--- src/r2h_pkg.sv ---
// Shared constants and types for the RGB to HSV converter.
// No dependencies; every other file imports this package.
package r2h_pkg;

  localparam int unsigned CHANNEL_BITS_DEF = 8;
  localparam int unsigned HUE_BITS_DEF     = 16;

  // Which channel holds the maximum; picks the hue sector
  typedef logic [1:0] sector_t;

  localparam sector_t SECTOR_RED   = 2'd0;
  localparam sector_t SECTOR_GREEN = 2'd1;
  localparam sector_t SECTOR_BLUE  = 2'd2;

endpackage

--- src/r2h_ifs.sv ---
// Valid/ready channel interfaces for pixels in and HSV results out.
// Depends on r2h_pkg for default widths.
interface r2h_pixel_if import r2h_pkg::*; #(
  parameter int unsigned CHANNEL_BITS = CHANNEL_BITS_DEF
) ();
  logic                    valid;
  logic                    ready;
  logic [CHANNEL_BITS-1:0] red;
  logic [CHANNEL_BITS-1:0] green;
  logic [CHANNEL_BITS-1:0] blue;

  modport source (output valid, output red, output green, output blue, input ready);
  modport sink (input valid, input red, input green, input blue, output ready);
endinterface

interface r2h_hsv_if import r2h_pkg::*; #(
  parameter int unsigned CHANNEL_BITS = CHANNEL_BITS_DEF,
  parameter int unsigned HUE_BITS     = HUE_BITS_DEF
) ();
  logic                    valid;
  logic                    ready;
  logic [HUE_BITS-1:0]     hue;
  logic [CHANNEL_BITS-1:0] saturation;
  logic [CHANNEL_BITS-1:0] brightness;

  modport source (output valid, output hue, output saturation, output brightness,
                  input ready);
  modport sink (input valid, input hue, input saturation, input brightness,
                output ready);
endinterface

--- src/r2h_ctrl.sv ---
// Valid bits and per-stage load enables for the converter pipeline.
// Depends on r2h_pkg only by convention; each stage fills whenever it is empty or draining.
module r2h_ctrl import r2h_pkg::*; #(
  parameter int unsigned DEPTH = 4
) (
  input  logic             clk,
  input  logic             rst,
  input  logic             in_valid,
  output logic             in_ready,
  input  logic             out_ready,
  output logic             out_valid,
  output logic [DEPTH-1:0] ld,
  output logic [DEPTH-1:0] vld
);

  logic [DEPTH-1:0] open_slot;
  logic [DEPTH-1:0] feed;

  always_comb begin
    for (int k = DEPTH - 1; k >= 0; k--) begin
      if (k == DEPTH - 1) begin
        open_slot[k] = !vld[k] || out_ready;
      end else begin
        open_slot[k] = !vld[k] || open_slot[k+1];
      end
    end
  end

  assign feed = {vld[DEPTH-2:0], in_valid};
  assign ld   = open_slot & feed;

  always_ff @(posedge clk) begin
    if (rst) begin
      vld <= '0;
    end else begin
      for (int k = 0; k < DEPTH; k++) begin
        if (open_slot[k]) begin
          vld[k] <= feed[k];
        end
      end
    end
  end

  assign in_ready  = open_slot[0];
  assign out_valid = vld[DEPTH-1];

endmodule

--- src/r2h_prep.sv ---
// Front stages: max/min and sector pick, then spread, hue numerator and divider operands.
// Depends on r2h_pkg for the sector codes.
module r2h_prep import r2h_pkg::*; #(
  parameter int unsigned CHANNEL_BITS = CHANNEL_BITS_DEF
) (
  input  logic                    clk,
  input  logic [1:0]              ld,
  input  logic [CHANNEL_BITS-1:0] red,
  input  logic [CHANNEL_BITS-1:0] green,
  input  logic [CHANNEL_BITS-1:0] blue,
  output logic [CHANNEL_BITS+2:0] hue_rem,
  output logic [CHANNEL_BITS+2:0] hue_div,
  output logic [CHANNEL_BITS-1:0] sat_hi,
  output logic [CHANNEL_BITS-1:0] sat_lo,
  output logic [CHANNEL_BITS-1:0] sat_div,
  output logic [CHANNEL_BITS-1:0] bright
);

  localparam int unsigned CB = CHANNEL_BITS;
  localparam int unsigned HW = CHANNEL_BITS + 3;

  // first stage
  logic [CB-1:0] r, g, b, mx, mn;
  sector_t       sector;
  logic [CB-1:0] mx_c, mn_c;
  sector_t       sector_c;

  always_comb begin
    mx_c = red;
    mn_c = red;
    if (green > mx_c) mx_c = green;
    if (blue > mx_c) mx_c = blue;
    if (green < mn_c) mn_c = green;
    if (blue < mn_c) mn_c = blue;
    // red wins ties over green, green over blue
    if (mx_c == red) begin
      sector_c = SECTOR_RED;
    end else if (mx_c == green) begin
      sector_c = SECTOR_GREEN;
    end else begin
      sector_c = SECTOR_BLUE;
    end
  end

  always_ff @(posedge clk) begin
    if (ld[0]) begin
      r      <= red;
      g      <= green;
      b      <= blue;
      mx     <= mx_c;
      mn     <= mn_c;
      sector <= sector_c;
    end
  end

  // second stage
  logic [CB-1:0]          delta;
  logic [HW-1:0]          de, d6;
  logic signed [HW:0]     n_c, n_adj;
  logic [2*CB-1:0]        spread_scaled;

  always_comb begin
    delta = mx - mn;
    de    = {3'b000, delta};
    d6    = (de << 2) + (de << 1);
    case (sector)
      SECTOR_RED: begin
        n_c = $signed({4'b0000, g}) - $signed({4'b0000, b});
      end
      SECTOR_GREEN: begin
        n_c = $signed({1'b0, de << 1}) + $signed({4'b0000, b}) - $signed({4'b0000, r});
      end
      default: begin
        n_c = $signed({1'b0, de << 2}) + $signed({4'b0000, r}) - $signed({4'b0000, g});
      end
    endcase
    // wrap a negative angle by one full turn
    n_adj = n_c[HW] ? (n_c + $signed({1'b0, d6})) : n_c;
    spread_scaled = {delta, {CB{1'b0}}} - {{CB{1'b0}}, delta};
  end

  always_ff @(posedge clk) begin
    if (ld[1]) begin
      hue_rem <= n_adj[HW-1:0];
      // a divisor of one turns gray and black into a zero quotient
      hue_div <= (delta == '0) ? HW'(1) : d6;
      sat_hi  <= spread_scaled[2*CB-1:CB];
      sat_lo  <= spread_scaled[CB-1:0];
      sat_div <= (mx == '0) ? CB'(1) : mx;
      bright  <= mx;
    end
  end

endmodule

--- src/r2h_div.sv ---
// Pipelined restoring divider, one quotient bit per stage, leading stages pass through.
// Depends on r2h_pkg by convention; expects the high dividend part below the divisor.
module r2h_div import r2h_pkg::*; #(
  parameter int unsigned STAGES = 16,
  parameter int unsigned QBITS  = 16,
  parameter int unsigned DBITS  = 11
) (
  input  logic              clk,
  input  logic [STAGES-1:0] ld,
  input  logic [DBITS-1:0]  rem_in,
  input  logic [QBITS-1:0]  lo_in,
  input  logic [DBITS-1:0]  div_in,
  output logic [QBITS-1:0]  quot
);

  localparam int unsigned SKIP = STAGES - QBITS;

  logic [DBITS-1:0] rem [STAGES];
  logic [QBITS-1:0] lo  [STAGES];
  logic [DBITS-1:0] dv  [STAGES];
  logic [QBITS-1:0] q   [STAGES];

  for (genvar k = 0; k < STAGES; k++) begin : g_stage
    logic [DBITS-1:0] rem_src, rem_nx;
    logic [QBITS-1:0] lo_src, lo_nx, q_src, q_nx;
    logic [DBITS-1:0] dv_src;
    logic [DBITS:0]   trial, diff;
    logic             fits;

    if (k == 0) begin : g_first
      assign rem_src = rem_in;
      assign lo_src  = lo_in;
      assign dv_src  = div_in;
      assign q_src   = '0;
    end else begin : g_chain
      assign rem_src = rem[k-1];
      assign lo_src  = lo[k-1];
      assign dv_src  = dv[k-1];
      assign q_src   = q[k-1];
    end

    always_comb begin
      trial = {rem_src, lo_src[QBITS-1]};
      diff  = trial - {1'b0, dv_src};
      fits  = (trial >= {1'b0, dv_src});
      if (k >= SKIP) begin
        rem_nx = fits ? diff[DBITS-1:0] : trial[DBITS-1:0];
        lo_nx  = lo_src << 1;
        q_nx   = {q_src[QBITS-2:0], fits};
      end else begin
        rem_nx = rem_src;
        lo_nx  = lo_src;
        q_nx   = q_src;
      end
    end

    always_ff @(posedge clk) begin
      if (ld[k]) begin
        rem[k] <= rem_nx;
        lo[k]  <= lo_nx;
        dv[k]  <= dv_src;
        q[k]   <= q_nx;
      end
    end
  end

  assign quot = q[STAGES-1];

endmodule

--- src/rgb_to_hsv_convert.sv ---
// Top level of the RGB to HSV converter: control, front stages, two dividers.
// Depends on r2h_pkg, r2h_ifs, r2h_ctrl, r2h_prep and r2h_div.
//
// Converts one pixel per clock while color.ready lets results drain. Two front stages find
// max/min, the sector and the divider operands; then two restoring dividers, one quotient
// bit per stage, produce hue and saturation in lockstep, and the last divider stage is the
// output register. Every stage has its own valid bit and fills whenever it is empty or
// draining, so bubbles collapse and a new request is taken while a finished result waits.
module rgb_to_hsv_convert import r2h_pkg::*; #(
  parameter int unsigned CHANNEL_BITS = CHANNEL_BITS_DEF,
  parameter int unsigned HUE_BITS     = HUE_BITS_DEF
) (
  input logic         clk,
  input logic         rst,
  r2h_pixel_if.sink   pixel,
  r2h_hsv_if.source   color
);

  localparam int unsigned NDIV  = (HUE_BITS > CHANNEL_BITS) ? HUE_BITS : CHANNEL_BITS;
  localparam int unsigned DEPTH = NDIV + 2;
  localparam int unsigned HW    = CHANNEL_BITS + 3;

  logic [DEPTH-1:0]        ld;
  logic [DEPTH-1:0]        vld;
  logic [HW-1:0]           hue_rem, hue_div;
  logic [CHANNEL_BITS-1:0] sat_hi, sat_lo, sat_div, bright;
  logic [CHANNEL_BITS-1:0] bright_d [NDIV];

  r2h_ctrl #(
    .DEPTH(DEPTH)
  ) u_ctrl (
    .clk      (clk),
    .rst      (rst),
    .in_valid (pixel.valid),
    .in_ready (pixel.ready),
    .out_ready(color.ready),
    .out_valid(color.valid),
    .ld       (ld),
    .vld      (vld)
  );

  r2h_prep #(
    .CHANNEL_BITS(CHANNEL_BITS)
  ) u_prep (
    .clk    (clk),
    .ld     (ld[1:0]),
    .red    (pixel.red),
    .green  (pixel.green),
    .blue   (pixel.blue),
    .hue_rem(hue_rem),
    .hue_div(hue_div),
    .sat_hi (sat_hi),
    .sat_lo (sat_lo),
    .sat_div(sat_div),
    .bright (bright)
  );

  r2h_div #(
    .STAGES(NDIV),
    .QBITS (HUE_BITS),
    .DBITS (HW)
  ) u_hue_div (
    .clk   (clk),
    .ld    (ld[DEPTH-1:2]),
    .rem_in(hue_rem),
    .lo_in ('0),
    .div_in(hue_div),
    .quot  (color.hue)
  );

  r2h_div #(
    .STAGES(NDIV),
    .QBITS (CHANNEL_BITS),
    .DBITS (CHANNEL_BITS)
  ) u_sat_div (
    .clk   (clk),
    .ld    (ld[DEPTH-1:2]),
    .rem_in(sat_hi),
    .lo_in (sat_lo),
    .div_in(sat_div),
    .quot  (color.saturation)
  );

  // carry the maximum alongside the division stages
  for (genvar k = 0; k < NDIV; k++) begin : g_bright
    always_ff @(posedge clk) begin
      if (ld[k+2]) begin
        bright_d[k] <= (k == 0) ? bright : bright_d[(k == 0) ? 0 : k-1];
      end
    end
  end

  assign color.brightness = bright_d[NDIV-1];

`ifndef SYNTHESIS
  // black pixel gives zero saturation
  a_black_sat : assert property (@(posedge clk) disable iff (rst)
    (color.valid && color.brightness == '0) |-> color.saturation == '0)
    else $error("nonzero saturation for a black pixel");

  // zero saturation only for gray, and gray has zero hue
  a_gray_hue : assert property (@(posedge clk) disable iff (rst)
    (color.valid && color.saturation == '0) |-> color.hue == '0)
    else $error("nonzero hue for a gray pixel");

  // input stalls only when every stage holds a request and the output is blocked
  a_stall_full : assert property (@(posedge clk) disable iff (rst)
    !pixel.ready |-> ((&vld) && !color.ready))
    else $error("input stalled with room in the pipeline");
`endif

endmodule
--- src/flat_wrapper.sv ---
// flat-port wrapper written by rule: the top's interface ports become plain ports
module rgb_to_hsv_convert_flat import r2h_pkg::*;
#(
  parameter int unsigned CHANNEL_BITS = CHANNEL_BITS_DEF,
  parameter int unsigned HUE_BITS     = HUE_BITS_DEF
)
  (clk, rst, pixel_valid, pixel_red, pixel_green, pixel_blue, pixel_ready, color_valid, color_hue, color_saturation, color_brightness, color_ready);
  r2h_pixel_if #(.CHANNEL_BITS(CHANNEL_BITS)) pixel_i ();
  r2h_hsv_if #(.CHANNEL_BITS(CHANNEL_BITS), .HUE_BITS(HUE_BITS)) color_i ();
  input logic clk;
  input logic rst;
  input wire logic [$bits(pixel_i.valid)-1:0] pixel_valid;
  input wire logic [$bits(pixel_i.red)-1:0] pixel_red;
  input wire logic [$bits(pixel_i.green)-1:0] pixel_green;
  input wire logic [$bits(pixel_i.blue)-1:0] pixel_blue;
  output wire logic [$bits(pixel_i.ready)-1:0] pixel_ready;
  output wire logic [$bits(color_i.valid)-1:0] color_valid;
  output wire logic [$bits(color_i.hue)-1:0] color_hue;
  output wire logic [$bits(color_i.saturation)-1:0] color_saturation;
  output wire logic [$bits(color_i.brightness)-1:0] color_brightness;
  input wire logic [$bits(color_i.ready)-1:0] color_ready;
  assign pixel_i.valid = pixel_valid;
  assign pixel_i.red = pixel_red;
  assign pixel_i.green = pixel_green;
  assign pixel_i.blue = pixel_blue;
  assign pixel_ready = pixel_i.ready;
  assign color_valid = color_i.valid;
  assign color_hue = color_i.hue;
  assign color_saturation = color_i.saturation;
  assign color_brightness = color_i.brightness;
  assign color_i.ready = color_ready;
  rgb_to_hsv_convert #(.CHANNEL_BITS(CHANNEL_BITS), .HUE_BITS(HUE_BITS)) u_core (.clk(clk), .rst(rst), .pixel(pixel_i), .color(color_i));
endmodule
--- config.mk ---
export PLATFORM = sky130hd
export DESIGN_NAME = rgb_to_hsv_convert_flat
export DESIGN_NICKNAME = d
export VERILOG_FILES = /design/src/r2h_pkg.sv /design/src/r2h_ifs.sv /design/src/r2h_ctrl.sv /design/src/r2h_prep.sv /design/src/r2h_div.sv /design/src/rgb_to_hsv_convert.sv /design/src/flat_wrapper.sv
export SDC_FILE = /design/constraint.sdc
export NUM_CORES = 2
export LEC_CHECK = 0
export ABC_CLOCK_PERIOD_IN_PS = 18200
export BUFFER_PORTS_ARGS = -buffer_cell sky130_fd_sc_hd__buf_4
export CORE_MARGIN = 2
export CORE_UTILIZATION = 45
export CTS_BUF_LIST = sky130_fd_sc_hd__clkbuf_8
export CTS_CLUSTER_DIAMETER = 30
export DETAILED_ROUTE_END_ITERATION = 7
export SYNTH_ARGS = -nofsm -noshare
export SYNTH_HDL_FRONTEND = slang
export SYNTH_SLANG_ARGS = --single-unit
export TNS_END_PERCENT = 10
--- constraint.sdc ---
create_clock -name clk -period 18.2 [get_ports clk]
set_input_delay 0.91 -clock clk [delete_from_list [all_inputs] [get_ports clk]]
set_output_delay 0.91 -clock clk [all_outputs]
set_load 0.02 [all_outputs]
==> flow_metrics.env <==
export IMPL_dr_pass1_iters=5
export IMPL_netlist_area_um2=49640
export IMPL_h_tree_depth=4
export IMPL_synth_distinct_cells=85
export IMPL_cts_hold_buf=0
export IMPL_final_common_cell="edfxtp_1"
export IMPL_drc=0
export IMPL_max_freq_mhz=169.2
export IMPL_r2r_start="u_core.u_prep.mx[0]$_DFFE_PP_"
export IMPL_synth_edf_count=1058
export IMPL_met2_usage_pct=26.37
export IMPL_cp_data_arrival_time_ns=6.48
export IMPL_worstSkewPairLatency_ns=0.85
export IMPL_post_cts_buffers=0
export IMPL_leakagePower_nw=21.55
export IMPL_crit_start="u_core.u_prep.mx[0]$_DFFE_PP_"
export IMPL_final_cells=5501
export IMPL_hold_viol=0
export IMPL_cts_sinks=1076
export IMPL_tns_ns=0
export IMPL_rsz0062_at_grt="no"
export IMPL_p_clk_share_pct=38.0
export IMPL_crit_required_ns=18.77
export IMPL_ios=62
export IMPL_clockBufferDepth=3
export IMPL_power_density_nw_per_um2=124.7
export IMPL_drt_initial_drc_count=1146
export IMPL_seq_area_um2=32130
export IMPL_min_delay_path_class="in2reg"
export IMPL_cp_slowest_cell="xnor2_1"
export IMPL_crit_family="adder cells"
export IMPL_cp_common_cell="xnor2_1"
export IMPL_initial_core_util_pct=45.48
export IMPL_cp_max_fo=6
export IMPL_dp_final_hpwl_mm=57.10
export IMPL_skew_ns=0.04824
export IMPL_worst_pin_slew_ns=1.180
export IMPL_vias=27140
export IMPL_final_cell_mix="edfxtp_1 (1058), inv_1 (489), ha_1 (324)"
export IMPL_finish_utilization_pct=52.21
export IMPL_path_class="reg2reg"
export IMPL_cts_tree="yes"
export IMPL_core_area_um2=109200
export IMPL_yosys_warnings=0
export IMPL_final_period_utilization_pct=32.47
export IMPL_die_area_um2=113000
export IMPL_numCtsBuffers=228
export IMPL_p_sw_share_pct=27.39
export IMPL_setup_viol=0
export IMPL_clk_pin_slew_worst_paths_ns=0.05
export IMPL_grt_pass1_vias=27960
export IMPL_top_usage_layer="met2"
export IMPL_slew_limit_headroom_pct=21.35
export IMPL_cp_start_kind="flop"
export IMPL_switchingPower_w=0.001947
export IMPL_cts_root_buf="clkbuf_8"
export IMPL_internal_power_w=0.005161
export IMPL_rows=121
export IMPL_critPathMaxStageDelay_ns=0.59
export IMPL_hold_path_startpoint="pixel_red[1]"
export IMPL_post_drt_via_cell_ratio=4.933
export IMPL_drive_above_1_share_pct=14.79
export IMPL_route_detailed_wl_per_inst_um=14.56
export IMPL_fin_nets=4230
export IMPL_chipWidth_um=336.1
export IMPL_status="complete, no violations"
export IMPL_multi_input_area_um2=15720
export IMPL_cp_cell_sequence="inv_1 > ha_1 > fa_1 > xnor2_1 > inv_1 > fa_1 > inv_1 > ha_1 > a21o_1 > a21oi_1 > xnor2_1 > and2_1 > a221o_1 > ha_1 > nand3_1 > o211ai_1 > o41ai_1 > o21bai_1 > a21oi_1 > xnor2_1 > nand2_1 > xnor2_1"
export IMPL_drt_total_wl_mm=80.11
export IMPL_ctsResizeCount=0
export IMPL_antenna_found_initial=1
export IMPL_ys_flop_type="edfxtp_1"
export IMPL_ys_ff_latch=1076
export IMPL_syn_to_final_growth_pct=14.81
export IMPL_grt_usage_pct=14.50
export IMPL_ir_worst_vdd_mv=0.1964
export IMPL_seq_area_frac_synth_pct=64.73
export IMPL_use_met1_pct=16.24
export IMPL_use_met3_pct=3.351
export IMPL_cp_num_buf_inv=3
export IMPL_ant_nets=0
export IMPL_grt_first_pass_wirelength_mm=132.7
export IMPL_seqPwrFrac_pct=40.4
export IMPL_comb_power_share_pct=21.6
export IMPL_port_buffers=61
export IMPL_synthCells=3579
export IMPL_fill_cells=9138
export IMPL_endpoint_kind="flop"
export IMPL_grt_overflow=0
export IMPL_synthArstFlopShare_pct=0
export IMPL_maxCapViolations=0
export IMPL_fp_dieH_um=336.1
export IMPL_grt_max_degree=68
export IMPL_syn_nets=3972
export IMPL_dp_cells=5083
export IMPL_syn_mean_instance_area_um2=13.87
export IMPL_layout_min_cycle_time_ns=5.910
export IMPL_timing_max_transition_violations_final=0
export IMPL_place_congestion=0.8485
[metrics by stage]
stage,area (µm²),hold slack (ns),setup slack (ns),power [W]
floorplan,49640,0.4003,11.40,0.004135
global placement,52000,0.4004,12.25,0.004433
detailed placement,52000,0.4045,12.29,0.004452
CTS,56990,0.1914,12.29,0.007198
global route,56990,0.2165,11.91,0.007521
finish,56990,0.2972,12.29,0.007108
[power by group through the flow]
stage / combinational (W) / sequential (W) / clock (W)
floorplan: 0.00123 / 0.00290 / 0
global placement: 0.00151 / 0.00292 / 0
detailed placement: 0.00153 / 0.00292 / 0
CTS: 0.00154 / 0.00287 / 0.00278
global route: 0.00173 / 0.00288 / 0.00291
finish: 0.00154 / 0.00287 / 0.00270
[logic make-up after synthesis]
logic type      share of synthesized area [%]
mux                                     3.292
xor+xnor                                2.909
compound gates                          8.013
flops                                   64.73
buf+inv                                 4.023
fa+ha+maj                               9.820
simple gates                            7.219
[cell usage after synthesis (all sizes together), types with 25 or more instances]
library cell  number  area share, %
nor3              70           0.71
nand3             37           0.37
ha               324            8.2
fa                41            1.7
nand4             56           0.71
a21boi            56           0.85
xor2              64            1.1
o31ai             41           0.63
nand2            143            1.1
edfxtp          1058             64
a21oi            151            1.5
buf               29           0.44
o21ai            151            1.5
a211oi            44           0.86
inv              449            3.4
nor2b             81            1.0
o21a              32           0.48
clkbuf            25           0.19
mux2i             35           0.71
mux2             114            2.6
xnor2            100            1.8
nor2             209            1.6
[cell type report]
| type | instances | share of cell area [%] |
|---|---|---|
| Antenna cell | 1 | 0.004391 |
| Clock buffer | 231 | 5.578 |
| Clock inverter | 186 | 3.181 |
| Inverter | 449 | 2.957 |
| Multi-Input combinational cell | 2000 | 27.58 |
| Sequential cell | 1076 | 56.38 |
| Tap cell | 1476 | 3.240 |
| Timing Repair Buffer | 82 | 1.080 |
[state kept, by name, indices dropped and copies added (netlist names), 11 cells and up]
name and cells:
u_core.u_hue_div.dv 165, u_core.u_ctrl.vld 18, u_core.bright_d 128, u_core.u_prep.hue_div 11, u_core.u_sat_div.dv 120, u_core.u_prep.hue_rem 11
u_core.u_sat_div.q 36, u_core.u_hue_div.rem 165, u_core.u_hue_div.q 136, u_core.u_sat_div.lo 92, u_core.u_sat_div.rem 120
[worst paths after layout]
| kind | slack, ns | to | cells past startpoint |
|---|---|---|---|
| hold reg to reg | 0.40 | u_core.u_sat_div.lo[0][17]$_DFFE_PP_ | 0 |
| setup / recovery | 12.29 | u_core.u_prep.hue_rem[10]$_DFFE_PP_ | 22 |
| setup reg to reg | 12.29 | u_core.u_prep.hue_rem[10]$_DFFE_PP_ | 22 |
| hold / removal | 0.30 | u_core.u_prep.r[1]$_DFFE_PP_ | 1 |
[routing by layer]
metal / part of all wire (%) / up-vias / wire length (µm)
met5: 0 / - / 0
met4: 2.7 / 0 / 2174
met3: 3.9 / 164 / 3139
met2: 52 / 427 / 41790
met1: 41 / 12860 / 33010
li1: - / 13690 / -
Note: power is estimated with default switching activity, not from simulation.
